### src/rtl/srs_pkg.sv
`timescale 1ns / 1ps
`default_nettype none

package srs_pkg;

  typedef enum logic {
    ActAdd   = 1'b0,
    ActClear = 1'b1
  } action_e;

  localparam int CfgAddrBits = 3;
  localparam int CfgDataBits = 32;

  localparam logic [CfgAddrBits-3:0] RegEchoTimeout = '0;

  localparam int EchoTimeoutReset = 3000;

endpackage

`default_nettype wire

### src/rtl/srs_in_if.sv
`timescale 1ns / 1ps
`default_nettype none

interface srs_in_if #(
  parameter int SAMPLE_BITS = 12
);
  logic                   valid;
  logic                   ready;
  logic                   action;
  logic [SAMPLE_BITS-1:0] sample;

  modport source (output valid, output action, output sample, input ready);
  modport sink   (input valid, input action, input sample, output ready);
endinterface

`default_nettype wire

### src/rtl/srs_out_if.sv
`timescale 1ns / 1ps
`default_nettype none

interface srs_out_if #(
  parameter int SAMPLE_BITS = 12,
  parameter int COUNT_BITS  = 24
);
  localparam int SumBits = COUNT_BITS + SAMPLE_BITS;
  localparam int SqBits  = COUNT_BITS + 2 * SAMPLE_BITS;

  logic                   valid;
  logic                   ready;
  logic [COUNT_BITS-1:0]  sample_count;
  logic [SAMPLE_BITS-1:0] min_value;
  logic [SAMPLE_BITS-1:0] max_value;
  logic [SumBits-1:0]     value_sum;
  logic [SqBits-1:0]      square_sum;
  logic [SumBits-1:0]     motion_total;
  logic [COUNT_BITS-1:0]  motion_count;

  modport source (
    output valid, output sample_count, output min_value, output max_value,
    output value_sum, output square_sum, output motion_total, output motion_count,
    input ready
  );
  modport sink (
    input valid, input sample_count, input min_value, input max_value,
    input value_sum, input square_sum, input motion_total, input motion_count,
    output ready
  );
endinterface

`default_nettype wire

### src/rtl/srs_cfg_regs.sv
`timescale 1ns / 1ps
`default_nettype none

module srs_cfg_regs
  import srs_pkg::*;
#(
  parameter int SAMPLE_BITS = 12
) (
  input  wire logic                   clk_i,
  input  wire logic                   rst_ni,
  input  wire logic                   psel,
  input  wire logic                   penable,
  input  wire logic                   pwrite,
  input  wire logic [CfgAddrBits-1:0] paddr,
  input  wire logic [CfgDataBits-1:0] pwdata,
  output logic      [CfgDataBits-1:0] prdata,
  output logic                        pready,
  output logic      [SAMPLE_BITS-1:0] echo_timeout_o
);

  localparam logic [SAMPLE_BITS-1:0] TimeoutReset = SAMPLE_BITS'(EchoTimeoutReset);

  logic                   timeout_sel;
  logic                   timeout_we;
  logic [SAMPLE_BITS-1:0] timeout_d;
  logic [SAMPLE_BITS-1:0] timeout_q;

  assign pready      = 1'b1;
  assign timeout_sel = (paddr[CfgAddrBits-1:2] == RegEchoTimeout);
  assign timeout_we  = psel && penable && pwrite && timeout_sel;
  assign timeout_d   = timeout_we ? pwdata[SAMPLE_BITS-1:0] : timeout_q;

  always_ff @(posedge clk_i or negedge rst_ni) begin
    if (!rst_ni) begin
      timeout_q <= TimeoutReset;
    end else begin
      timeout_q <= timeout_d;
    end
  end

  always_comb begin
    prdata = '0;
    if (timeout_sel) begin
      prdata = CfgDataBits'(timeout_q);
    end
  end

  assign echo_timeout_o = timeout_q;

endmodule

`default_nettype wire

### src/rtl/srs_stats_core.sv
`timescale 1ns / 1ps
`default_nettype none

module srs_stats_core
  import srs_pkg::*;
#(
  parameter int SAMPLE_BITS = 12,
  parameter int COUNT_BITS  = 24
) (
  input  wire logic                      clk_i,
  input  wire logic                      rst_ni,
  input  wire logic                      update_i,
  input  wire action_e                   action_i,
  input  wire logic [SAMPLE_BITS-1:0]    sample_i,
  input  wire logic [SAMPLE_BITS-1:0]    echo_timeout_i,
  output logic [COUNT_BITS-1:0]          sample_count_o,
  output logic [SAMPLE_BITS-1:0]         min_value_o,
  output logic [SAMPLE_BITS-1:0]         max_value_o,
  output logic [COUNT_BITS+SAMPLE_BITS-1:0]   value_sum_o,
  output logic [COUNT_BITS+2*SAMPLE_BITS-1:0] square_sum_o,
  output logic [COUNT_BITS+SAMPLE_BITS-1:0]   motion_total_o,
  output logic [COUNT_BITS-1:0]          motion_count_o
);

  localparam int SumBits = COUNT_BITS + SAMPLE_BITS;
  localparam int SqBits  = COUNT_BITS + 2 * SAMPLE_BITS;

  logic [COUNT_BITS-1:0]  count_q, count_d;
  logic [SAMPLE_BITS-1:0] min_q, min_d;
  logic [SAMPLE_BITS-1:0] max_q, max_d;
  logic [SumBits-1:0]     sum_q, sum_d;
  logic [SqBits-1:0]      sumsq_q, sumsq_d;
  logic [SumBits-1:0]     motion_q, motion_d;
  logic [COUNT_BITS-1:0]  delta_cnt_q, delta_cnt_d;
  logic [SAMPLE_BITS-1:0] prev_q, prev_d;
  logic                   have_prev_q, have_prev_d;

  logic [SAMPLE_BITS-1:0]   s_eff;
  logic [2*SAMPLE_BITS-1:0] s_sq;
  logic [SAMPLE_BITS-1:0]   s_diff;
  logic [COUNT_BITS:0]      count_inc;
  logic [COUNT_BITS:0]      delta_inc;
  logic [SumBits:0]         sum_inc;
  logic [SqBits:0]          sumsq_inc;
  logic [SumBits:0]         motion_inc;

  assign s_eff     = (sample_i == '0) ? echo_timeout_i : sample_i;
  assign s_sq      = (2*SAMPLE_BITS)'(s_eff) * (2*SAMPLE_BITS)'(s_eff);
  assign s_diff    = (s_eff > prev_q) ? (s_eff - prev_q) : (prev_q - s_eff);
  assign count_inc = {1'b0, count_q} + (COUNT_BITS+1)'(1);
  assign delta_inc = {1'b0, delta_cnt_q} + (COUNT_BITS+1)'(1);
  assign sum_inc   = {1'b0, sum_q} + (SumBits+1)'(s_eff);
  assign sumsq_inc = {1'b0, sumsq_q} + (SqBits+1)'(s_sq);
  assign motion_inc = {1'b0, motion_q} + (SumBits+1)'(s_diff);

  always_comb begin
    count_d     = count_q;
    min_d       = min_q;
    max_d       = max_q;
    sum_d       = sum_q;
    sumsq_d     = sumsq_q;
    motion_d    = motion_q;
    delta_cnt_d = delta_cnt_q;
    prev_d      = prev_q;
    have_prev_d = have_prev_q;
    if (update_i) begin
      case (action_i)
        ActClear: begin
          count_d     = '0;
          min_d       = '0;
          max_d       = '0;
          sum_d       = '0;
          sumsq_d     = '0;
          motion_d    = '0;
          delta_cnt_d = '0;
          prev_d      = '0;
          have_prev_d = 1'b0;
        end
        ActAdd: begin
          if (count_q == '0) begin
            min_d = s_eff;
            max_d = s_eff;
          end else begin
            if (s_eff < min_q) min_d = s_eff;
            if (s_eff > max_q) max_d = s_eff;
          end
          count_d = count_inc[COUNT_BITS] ? '1 : count_inc[COUNT_BITS-1:0];
          sum_d   = sum_inc[SumBits] ? '1 : sum_inc[SumBits-1:0];
          sumsq_d = sumsq_inc[SqBits] ? '1 : sumsq_inc[SqBits-1:0];
          if (have_prev_q) begin
            motion_d    = motion_inc[SumBits] ? '1 : motion_inc[SumBits-1:0];
            delta_cnt_d = delta_inc[COUNT_BITS] ? '1 : delta_inc[COUNT_BITS-1:0];
          end
          have_prev_d = 1'b1;
          prev_d      = s_eff;
        end
        default: begin
          count_d = count_q;
        end
      endcase
    end
  end

  always_ff @(posedge clk_i or negedge rst_ni) begin
    if (!rst_ni) begin
      count_q     <= '0;
      min_q       <= '0;
      max_q       <= '0;
      sum_q       <= '0;
      sumsq_q     <= '0;
      motion_q    <= '0;
      delta_cnt_q <= '0;
      prev_q      <= '0;
      have_prev_q <= 1'b0;
    end else begin
      count_q     <= count_d;
      min_q       <= min_d;
      max_q       <= max_d;
      sum_q       <= sum_d;
      sumsq_q     <= sumsq_d;
      motion_q    <= motion_d;
      delta_cnt_q <= delta_cnt_d;
      prev_q      <= prev_d;
      have_prev_q <= have_prev_d;
    end
  end

  // statistics registers double as the result register
  assign sample_count_o = count_q;
  assign min_value_o    = min_q;
  assign max_value_o    = max_q;
  assign value_sum_o    = sum_q;
  assign square_sum_o   = sumsq_q;
  assign motion_total_o = motion_q;
  assign motion_count_o = delta_cnt_q;

endmodule

`default_nettype wire

### src/rtl/sensor_running_statistics_top.sv
// channel   dir   transfer when        payload
// in_i      in    valid && ready       action, sample
// out_o     out   valid && ready       sample_count .. motion_count
// apb       in    psel && penable      echo_timeout at byte address 0
//
// an item is captured in the input register, then the statistics update
// loads the result; one item per cycle sustained while out_o.ready is high
// reset clears all statistics and sets echo_timeout to 3000
// a stalled result holds the statistics; one more item waits in the input
// register before in_i.ready drops
`timescale 1ns / 1ps
`default_nettype none

module sensor_running_statistics_top
  import srs_pkg::*;
#(
  parameter int SAMPLE_BITS = 12,
  parameter int COUNT_BITS  = 24
) (
  input  wire logic                   clk_i,
  input  wire logic                   rst_ni,
  srs_in_if.sink                      in_i,
  srs_out_if.source                   out_o,
  input  wire logic                   psel,
  input  wire logic                   penable,
  input  wire logic                   pwrite,
  input  wire logic [CfgAddrBits-1:0] paddr,
  input  wire logic [CfgDataBits-1:0] pwdata,
  output logic      [CfgDataBits-1:0] prdata,
  output logic                        pready
);

  logic [SAMPLE_BITS-1:0] echo_timeout;

  logic                   in_valid_q, in_valid_d;
  action_e                in_action_q;
  logic [SAMPLE_BITS-1:0] in_sample_q;
  logic                   out_valid_q, out_valid_d;
  logic                   in_xfer;
  logic                   advance;

  srs_cfg_regs #(
    .SAMPLE_BITS(SAMPLE_BITS)
  ) u_cfg (
    .clk_i          (clk_i),
    .rst_ni         (rst_ni),
    .psel           (psel),
    .penable        (penable),
    .pwrite         (pwrite),
    .paddr          (paddr),
    .pwdata         (pwdata),
    .prdata         (prdata),
    .pready         (pready),
    .echo_timeout_o (echo_timeout)
  );

  assign advance    = in_valid_q && (!out_valid_q || out_o.ready);
  assign in_i.ready = !in_valid_q || advance;
  assign in_xfer    = in_i.valid && in_i.ready;

  always_comb begin
    in_valid_d = in_valid_q;
    if (in_xfer) begin
      in_valid_d = 1'b1;
    end else if (advance) begin
      in_valid_d = 1'b0;
    end
    out_valid_d = out_valid_q;
    if (advance) begin
      out_valid_d = 1'b1;
    end else if (out_o.ready) begin
      out_valid_d = 1'b0;
    end
  end

  always_ff @(posedge clk_i or negedge rst_ni) begin
    if (!rst_ni) begin
      in_valid_q  <= 1'b0;
      out_valid_q <= 1'b0;
    end else begin
      in_valid_q  <= in_valid_d;
      out_valid_q <= out_valid_d;
    end
  end

  always_ff @(posedge clk_i) begin
    if (in_xfer) begin
      in_action_q <= action_e'(in_i.action);
      in_sample_q <= in_i.sample;
    end
  end

  srs_stats_core #(
    .SAMPLE_BITS(SAMPLE_BITS),
    .COUNT_BITS (COUNT_BITS)
  ) u_core (
    .clk_i          (clk_i),
    .rst_ni         (rst_ni),
    .update_i       (advance),
    .action_i       (in_action_q),
    .sample_i       (in_sample_q),
    .echo_timeout_i (echo_timeout),
    .sample_count_o (out_o.sample_count),
    .min_value_o    (out_o.min_value),
    .max_value_o    (out_o.max_value),
    .value_sum_o    (out_o.value_sum),
    .square_sum_o   (out_o.square_sum),
    .motion_total_o (out_o.motion_total),
    .motion_count_o (out_o.motion_count)
  );

  assign out_o.valid = out_valid_q;

endmodule

`default_nettype wire
### src/flat_wrapper.sv
// flat-port wrapper written by rule: the top's interface ports become plain ports
module sensor_running_statistics_top_flat import srs_pkg::*;
#(
  parameter int SAMPLE_BITS = 12,
  parameter int COUNT_BITS  = 24
)
  (clk_i, rst_ni, psel, penable, pwrite, paddr, pwdata, prdata, pready, in_i_valid, in_i_action, in_i_sample, in_i_ready, out_o_valid, out_o_sample_count, out_o_min_value, out_o_max_value, out_o_value_sum, out_o_square_sum, out_o_motion_total, out_o_motion_count, out_o_ready);
  srs_in_if #(.SAMPLE_BITS(SAMPLE_BITS)) in_i_i ();
  srs_out_if #(.SAMPLE_BITS(SAMPLE_BITS), .COUNT_BITS(COUNT_BITS)) out_o_i ();
  input  wire logic clk_i;
  input  wire logic rst_ni;
  input  wire logic psel;
  input  wire logic penable;
  input  wire logic pwrite;
  input  wire logic [CfgAddrBits-1:0] paddr;
  input  wire logic [CfgDataBits-1:0] pwdata;
  output logic      [CfgDataBits-1:0] prdata;
  output logic pready;
  input wire logic [$bits(in_i_i.valid)-1:0] in_i_valid;
  input wire logic [$bits(in_i_i.action)-1:0] in_i_action;
  input wire logic [$bits(in_i_i.sample)-1:0] in_i_sample;
  output wire logic [$bits(in_i_i.ready)-1:0] in_i_ready;
  output wire logic [$bits(out_o_i.valid)-1:0] out_o_valid;
  output wire logic [$bits(out_o_i.sample_count)-1:0] out_o_sample_count;
  output wire logic [$bits(out_o_i.min_value)-1:0] out_o_min_value;
  output wire logic [$bits(out_o_i.max_value)-1:0] out_o_max_value;
  output wire logic [$bits(out_o_i.value_sum)-1:0] out_o_value_sum;
  output wire logic [$bits(out_o_i.square_sum)-1:0] out_o_square_sum;
  output wire logic [$bits(out_o_i.motion_total)-1:0] out_o_motion_total;
  output wire logic [$bits(out_o_i.motion_count)-1:0] out_o_motion_count;
  input wire logic [$bits(out_o_i.ready)-1:0] out_o_ready;
  assign in_i_i.valid = in_i_valid;
  assign in_i_i.action = in_i_action;
  assign in_i_i.sample = in_i_sample;
  assign in_i_ready = in_i_i.ready;
  assign out_o_valid = out_o_i.valid;
  assign out_o_sample_count = out_o_i.sample_count;
  assign out_o_min_value = out_o_i.min_value;
  assign out_o_max_value = out_o_i.max_value;
  assign out_o_value_sum = out_o_i.value_sum;
  assign out_o_square_sum = out_o_i.square_sum;
  assign out_o_motion_total = out_o_i.motion_total;
  assign out_o_motion_count = out_o_i.motion_count;
  assign out_o_i.ready = out_o_ready;
  sensor_running_statistics_top #(.SAMPLE_BITS(SAMPLE_BITS), .COUNT_BITS(COUNT_BITS)) u_core (.clk_i(clk_i), .rst_ni(rst_ni), .in_i(in_i_i), .out_o(out_o_i), .psel(psel), .penable(penable), .pwrite(pwrite), .paddr(paddr), .pwdata(pwdata), .prdata(prdata), .pready(pready));
endmodule
### config.mk
export PLATFORM = sky130hd
export DESIGN_NAME = sensor_running_statistics_top_flat
export DESIGN_NICKNAME = d
export VERILOG_FILES = /design/src/rtl/srs_pkg.sv /design/src/rtl/srs_in_if.sv /design/src/rtl/srs_out_if.sv /design/src/rtl/srs_cfg_regs.sv /design/src/rtl/srs_stats_core.sv /design/src/rtl/sensor_running_statistics_top.sv /design/src/flat_wrapper.sv
export SDC_FILE = /design/constraint.sdc
export NUM_CORES = 1
export LEC_CHECK = 0
export BUFFER_PORTS_ARGS = -buffer_cell sky130_fd_sc_hd__buf_2
export CORE_MARGIN = 3
export CORE_UTILIZATION = 39
export CTS_CLUSTER_SIZE = 12
export DETAILED_ROUTE_END_ITERATION = 8
export GPL_TIMING_DRIVEN = 0
export PLACE_DENSITY = 0.62
export SETUP_SLACK_MARGIN = 0.2
export SLEW_MARGIN = 20
export SYNTH_ARGS = -nofsm -noshare
export SYNTH_HDL_FRONTEND = slang
export SYNTH_SLANG_ARGS = --single-unit
export TNS_END_PERCENT = 5
### constraint.sdc
create_clock -name clk_i -period 12.35 [get_ports clk_i]
set_clock_uncertainty 0.15 [all_clocks]
set_input_delay 0.6175 -clock clk_i [delete_from_list [all_inputs] [get_ports clk_i]]
set_output_delay 0.6175 -clock clk_i [all_outputs]
set_load 0.02 [all_outputs]
Word level (Yosys, flattened, before mapping)

Cells that the tools add are included.
Widths: inputs -> output; s select.

Flip-flop bits (word level): 232
Latch bits: 0
RAM bits: 0
ROM bits: 0
Output and inout port bits: 227
Word-level logic and storage cells: 73
Memories: 0

Add/sub/neg operators: 7
Multipliers: 1
Div/mod/pow operators: 0
$lt $le $gt $ge: 3
Equality and inequality tests: 3
Shifts and indexed selects: 0
Mux-type cells: 27
Bitwise operators: 2
Reduce and logical (&&, ||, !) cells: 16

Operators by type and width:

| kind                  | count |
|---|---|
| $pmux 36 s2           | 2 |
| $mux 36               | 3 |
| $pmux 24 s2           | 2 |
| $pmux 48 s2           | 1 |
| $mux 12               | 7 |
| $add 36x12->37        | 2 |
| $mux 24               | 3 |
| $pmux 12 s2           | 3 |
| $add 24x1->25 const B | 2 |
| $add 48x24->49        | 1 |
| $mux 48               | 1 |
| $gt 12x12->1          | 2 |
| $logic_not 24->1      | 1 |
| $mul 12x12->24        | 1 |
| $sub 12x12->12        | 2 |
| $logic_not 12->1      | 1 |
| $lt 12x12->1          | 1 |
| $ne 3x3->1 const B    | 2 |
| $reduce_and 2->1      | 3 |
| $logic_and 1x1->1     | 5 |
| $mux 1                | 4 |
| $reduce_bool 2->1     | 2 |
| $logic_not 1->1       | 2 |
| $logic_or 1x1->1      | 2 |
| other kinds (3)       | 4 |

Logic depth before layout (Yosys ltp)

Word-level depth: 8
Depth in mapped cells: 28

Cells and area by module

From an unflattened synthesis, not the netlist that was laid out.

Cell total of the unflattened synthesis: 2165
Area, all modules: 19007.0 um^2

Modules (own cells, without submodules):

| module                        | times used | cells an instance | area an instance (um^2) | sequential area each (um^2) |
|---|---|---|---|---|
| srs_stats_core                | 1          | 2082              | 17749.5                 | 5129.9 |
| srs_cfg_regs                  | 1          | 62                | 763.2                   | 309.0 |
| sensor_running_statistics_top | 1          | 21                | 494.2                   | 440.4 |

Least setup slack after synthesis

No wires, ideal clock.

Kind: register -> register
Start: register u_core.in_sample_q[7]
End: register u_core.u_core.sumsq_q[37] (netlist: u_core.u_core.square_sum_o[37])
Library setup time: 0.063 ns
Arrival time: 6.602 ns
Slack: 5.535 ns
Stages on the path, launching flop included: 29
Clock period less this slack: 6.815 ns
Cell sequence: edfxtp_1 nor4_1 and3_1 buf_2 a21o_1 clkbuf_1 inv_2 nor2_1 inv_1 fa_1 inv_1 fa_1 inv_1 fa_1 inv_1 fa_1 inv_1 fa_1 inv_1 ha_1 a21oi_1 o21ai_1 a2111oi_4 o211ai_2 and3b_1 buf_6 and3_4 a31oi_1 o22a_2

Word-level cells in the longest chain between the ends: 6

RTL lines:

| what                   | line                                | source |
|---|---|---|
| start, declared        | sensor_running_statistics_top.sv:37 | `logic [SAMPLE_BITS-1:0] in_sample_q;` |
| start signal, assigned | sensor_running_statistics_top.sv:89 | `in_sample_q <= in_i.sample;` |
| $logic_not 12->1       | srs_stats_core.sv:47                | `assign s_eff = (sample_i == '0) ? echo_timeout_i : sample_i;` |
| $mux 12 *              | srs_stats_core.sv:47                |  |
| $mul 12x12->24 *       | srs_stats_core.sv:48                | `assign s_sq = (2*SAMPLE_BITS)'(s_eff) * (2*SAMPLE_BITS)'(s_eff);` |
| $add 48x24->49 *       | srs_stats_core.sv:53                | `assign sumsq_inc = {1'b0, sumsq_q} + (SqBits+1)'(s_sq);` |
| $mux 48 *              | srs_stats_core.sv:89                | `sumsq_d = sumsq_inc[SqBits] ? '1 : sumsq_inc[SqBits-1:0];` |
| $pmux 48 s2 *          | srs_stats_core.sv:67                | `case (action_i)` |
| end signal, assigned   | srs_stats_core.sv:120               | `sumsq_q <= sumsq_d;` |
| end, declared          | srs_stats_core.sv:32                | `logic [SqBits-1:0] sumsq_q, sumsq_d;` |

Mark *: on every way between the ends. The rest lies on a longest branch, timed or not.
A chain may end at the register's enable or synchronous reset.

Final worst setup path

Start: register u_core.in_sample_q[2]
End: register u_core.u_core.sumsq_q[11] (netlist: u_core.u_core.square_sum_o[11])

Same word-level chain as after synthesis.

==> metrics <==
Final Non-Filler Cells=3066; GRT Total Usage=0.234; Worst Hold Slack=0.0613 ns; # IOs=around 280; Root Buffer=clkbuf_16; Worst slew margin=0.242; crit end category=flip-flop; Setup-failing EPs final=0; cts bufs inserted=29; CP Buf/Inv Count=7; Netlist Area Pre-Place=between 15000 and 20000 µm²; Tcrit/Tclk final=0.697; top_reg_cell synth=dfrtp_1; DRT Pass-1 Iters=5; DP Worst Slack=3.78 ns; setup total negative slack=0 ns; CP Cell Sequence=nor4_1 > and3_1 > buf_2 > a21o_1 > clkbuf_1 > clkinv_1 > nor2_1 > fa_1 > fa_1 > fa_1 > fa_1 > inv_1 > fa_1 > inv_1 > ha_1 > a21oi_1 > o211ai_1 > o21ai_2 > a31oi_4 > and3_1 > buf_2 > buf_2 > o21ai_0 > o21ai_0; layout cells sized above 1=0.159; CTS tree=built; PwrDens=between 200 and 250 nW/µm²; CP dominant cell by count=fa_1; Worst-Skew Late Latency=~0.58 ns; Post-Synthesis Cells=2149; Post-CTS Setup Bufs=0; register bit total from synthesis=232; Max H-tree Level=1; Synth-to-Final Area Change=16.1%; leak pwr=roughly 11 nW; area of the die=around 50000 µm²; min setup slack post-route=3.75 ns; Core Area=between 40000 and 50000 µm²; sequential-to-total area share from yosys stat=0.313; yosys synthesis warning count=0; Final #Nets=about 2700; n_diodes=0; Max-Cap Viols=0; crit path DAT=roughly 8.9 ns; most frequent cells in the layout=inv_1 (261), buf_2 (251), dfrtp_1 (212); largest net degree at the start of global routing=just over 90; crit path max fanout=12; CP Launch Type=flip-flop; PortBufs=238; # fillers=approximately 4600; Peak VDD IR=between 150 and 200 µV; Worst path slowest cell=clkbuf_1; Hold Buf Count CTS=1; clk buf depth=3; Avg Vias per Cell=around 5.6; min-delay worst type=in2reg; RSZ-0062 raised after global routing=false; required time worst endpoint=approximately 13 ns; outcome=completed; Placed Instances=3015; post-CTS sizing=0; Hold Vio Cnt, Final=0; initial antenna violation count=0; first-pass GRT wire length=roughly 94000 µm; Pins Over Slew Limit=0; Post-synth EDFFs=13; post-route cell area=between 20000 and 25000 µm²; Post-DP Area=about 21000 µm²; Die X=roughly 230 µm; # clock sinks=roughly 230; fmax=between 100 and 150 MHz; max incr delay on CP=0.76 ns; post-route ant nets=0; Post-Syn Area per Cell=a little under 9 µm²; via count=between 15000 and 20000; HPWL Detailed=~46000 µm; DRC=0; initial detailed-routing violation count=~1300; synth unique cells=89; die height=between 200 and 250 µm; Post-synth ARST share=0.944; critical path class=reg2reg; Rows=approximately 80; Final Power=roughly 4.8 mW; RePlAce Congestion=~0.90; Initial Util=0.399; GRT overflow=0; CTS clk-pin slew, worst paths=about 0.06 ns; Tmin final=~8.6 ns; Finished Core Util=0.463; Worst-Margin Slew=between 1 and 1.5 ns; delay-heaviest family, CP=adder cells; final wirelength=60000 µm; commonest non-fill, non-tap cell in the layout=inv_1; routed len/inst=19.6 µm; vias in the first global route=between 15000 and 20000
## sequential cells by signal (all words and copies together), names as in the netlist, 24 cells and up
register / count
u_core.u_core.motion_count_o: 24
u_core.u_core.motion_total_o: 36
u_core.u_core.square_sum_o: 48
u_core.u_core.sample_count_o: 24
u_core.u_core.value_sum_o: 36
## cell usage after synthesis, drive strengths merged, types with 7 or more instances
| cell | n | area share |
|---|---|---|
| inv | 263 | 0.053 |
| dfrtp | 212 | 0.28 |
| nand2 | 191 | 0.038 |
| o21ai | 179 | 0.049 |
| nor2 | 176 | 0.035 |
| a21oi | 143 | 0.039 |
| ha | 138 | 0.092 |
| fa | 104 | 0.11 |
| clkbuf | 66 | 0.015 |
| a31oi | 62 | 0.021 |
| and3 | 46 | 0.016 |
| a21o | 44 | 0.018 |
| buf | 44 | 0.016 |
| nand3 | 41 | 0.011 |
| nor3 | 36 | 0.0096 |
| xnor2 | 28 | 0.013 |
| a211oi | 26 | 0.011 |
| a22o | 26 | 0.012 |
| and2 | 25 | 0.0085 |
| xor2 | 25 | 0.012 |
| nand4 | 23 | 0.0077 |
| nor2b | 21 | 0.0070 |
| nor4 | 21 | 0.0080 |
| o22a | 18 | 0.0085 |
| o22ai | 18 | 0.0063 |
| a41oi | 15 | 0.0070 |
| mux2i | 14 | 0.0075 |
| edfxtp | 13 | 0.021 |
| mux2 | 13 | 0.0078 |
| nand2b | 12 | 0.0040 |
| and4 | 9 | 0.0042 |
| o211ai | 8 | 0.0035 |
| a311oi | 7 | 0.0033 |
| dfstp | 7 | 0.0098 |
| nand3b | 7 | 0.0028 |
| o21a | 7 | 0.0028 |
## per-layer routing
layer / part of all wire / GRT usage / wire (µm)
met1: 0.42 / 0.306 / 25100
met2: 0.47 / 0.391 / 28000
met3: 0.079 / 0.0459 / 4770
met4: 0.036 / 0.0773 / 2180
met5: 0 / 0 / 0
## area by class of cell
cell class | instances | area (µm²) | area share
Clock buffer | 36 | 792 | 0.0363
Timing Repair Buffer | 241 | 1270 | 0.0581
Clock inverter | 14 | 129 | 0.00591
Inverter | 268 | 1010 | 0.0462
Multi-Input combinational cell | 1557 | 11400 | 0.523
Buffer | 111 | 573 | 0.0263
Sequential cell | 232 | 5880 | 0.270
Tap cell | 607 | 759 | 0.0349
## path summary, 6_finish.rpt
path | to | slack (ns) | startpoint | cells after the start
hold reg to reg | u_core.u_core.motion_total_o[0] | 0.36 | u_core.u_core.motion_total_o[0] | 2
setup / recovery | u_core.u_core.square_sum_o[11] | 3.75 | u_core.in_sample_q[2] | 24
min in group asynchronous | u_core.u_core.motion_count_o[19] | 0.40 | rst_ni | 2
hold / removal | u_core.in_action_q | 0.06 | in_i_action | 1
max in group asynchronous | u_core.u_core.square_sum_o[1] | 10.81 | rst_ni | 3
setup reg to reg | u_core.u_core.square_sum_o[11] | 3.75 | u_core.in_sample_q[2] | 24
## cells by family after synthesis
family	count (synthesis)	synth area share
AOI/OAI and AO/OA	594	0.202
xor gates and xnor gates	53	0.0247
adders and majority gates	242	0.203
buffers and inverters	379	0.0841
DFF	232	0.313
muxes	27	0.0153
other	2	0.000400
and+or+nand+nor	620	0.158
## power by group
group | leakage, nW | internal [mW] | switching (mW) | total (mW)
clock network | 0.460 | 0.492 | 0.350 | 0.842
registers | 3.06 | 0.879 | 0.102 | 0.981
logic | 7.53 | 1.16 | 1.81 | 2.97
total | 11.1 | 2.53 | 2.27 | 4.80
Power figures use the tool's default switching activity.
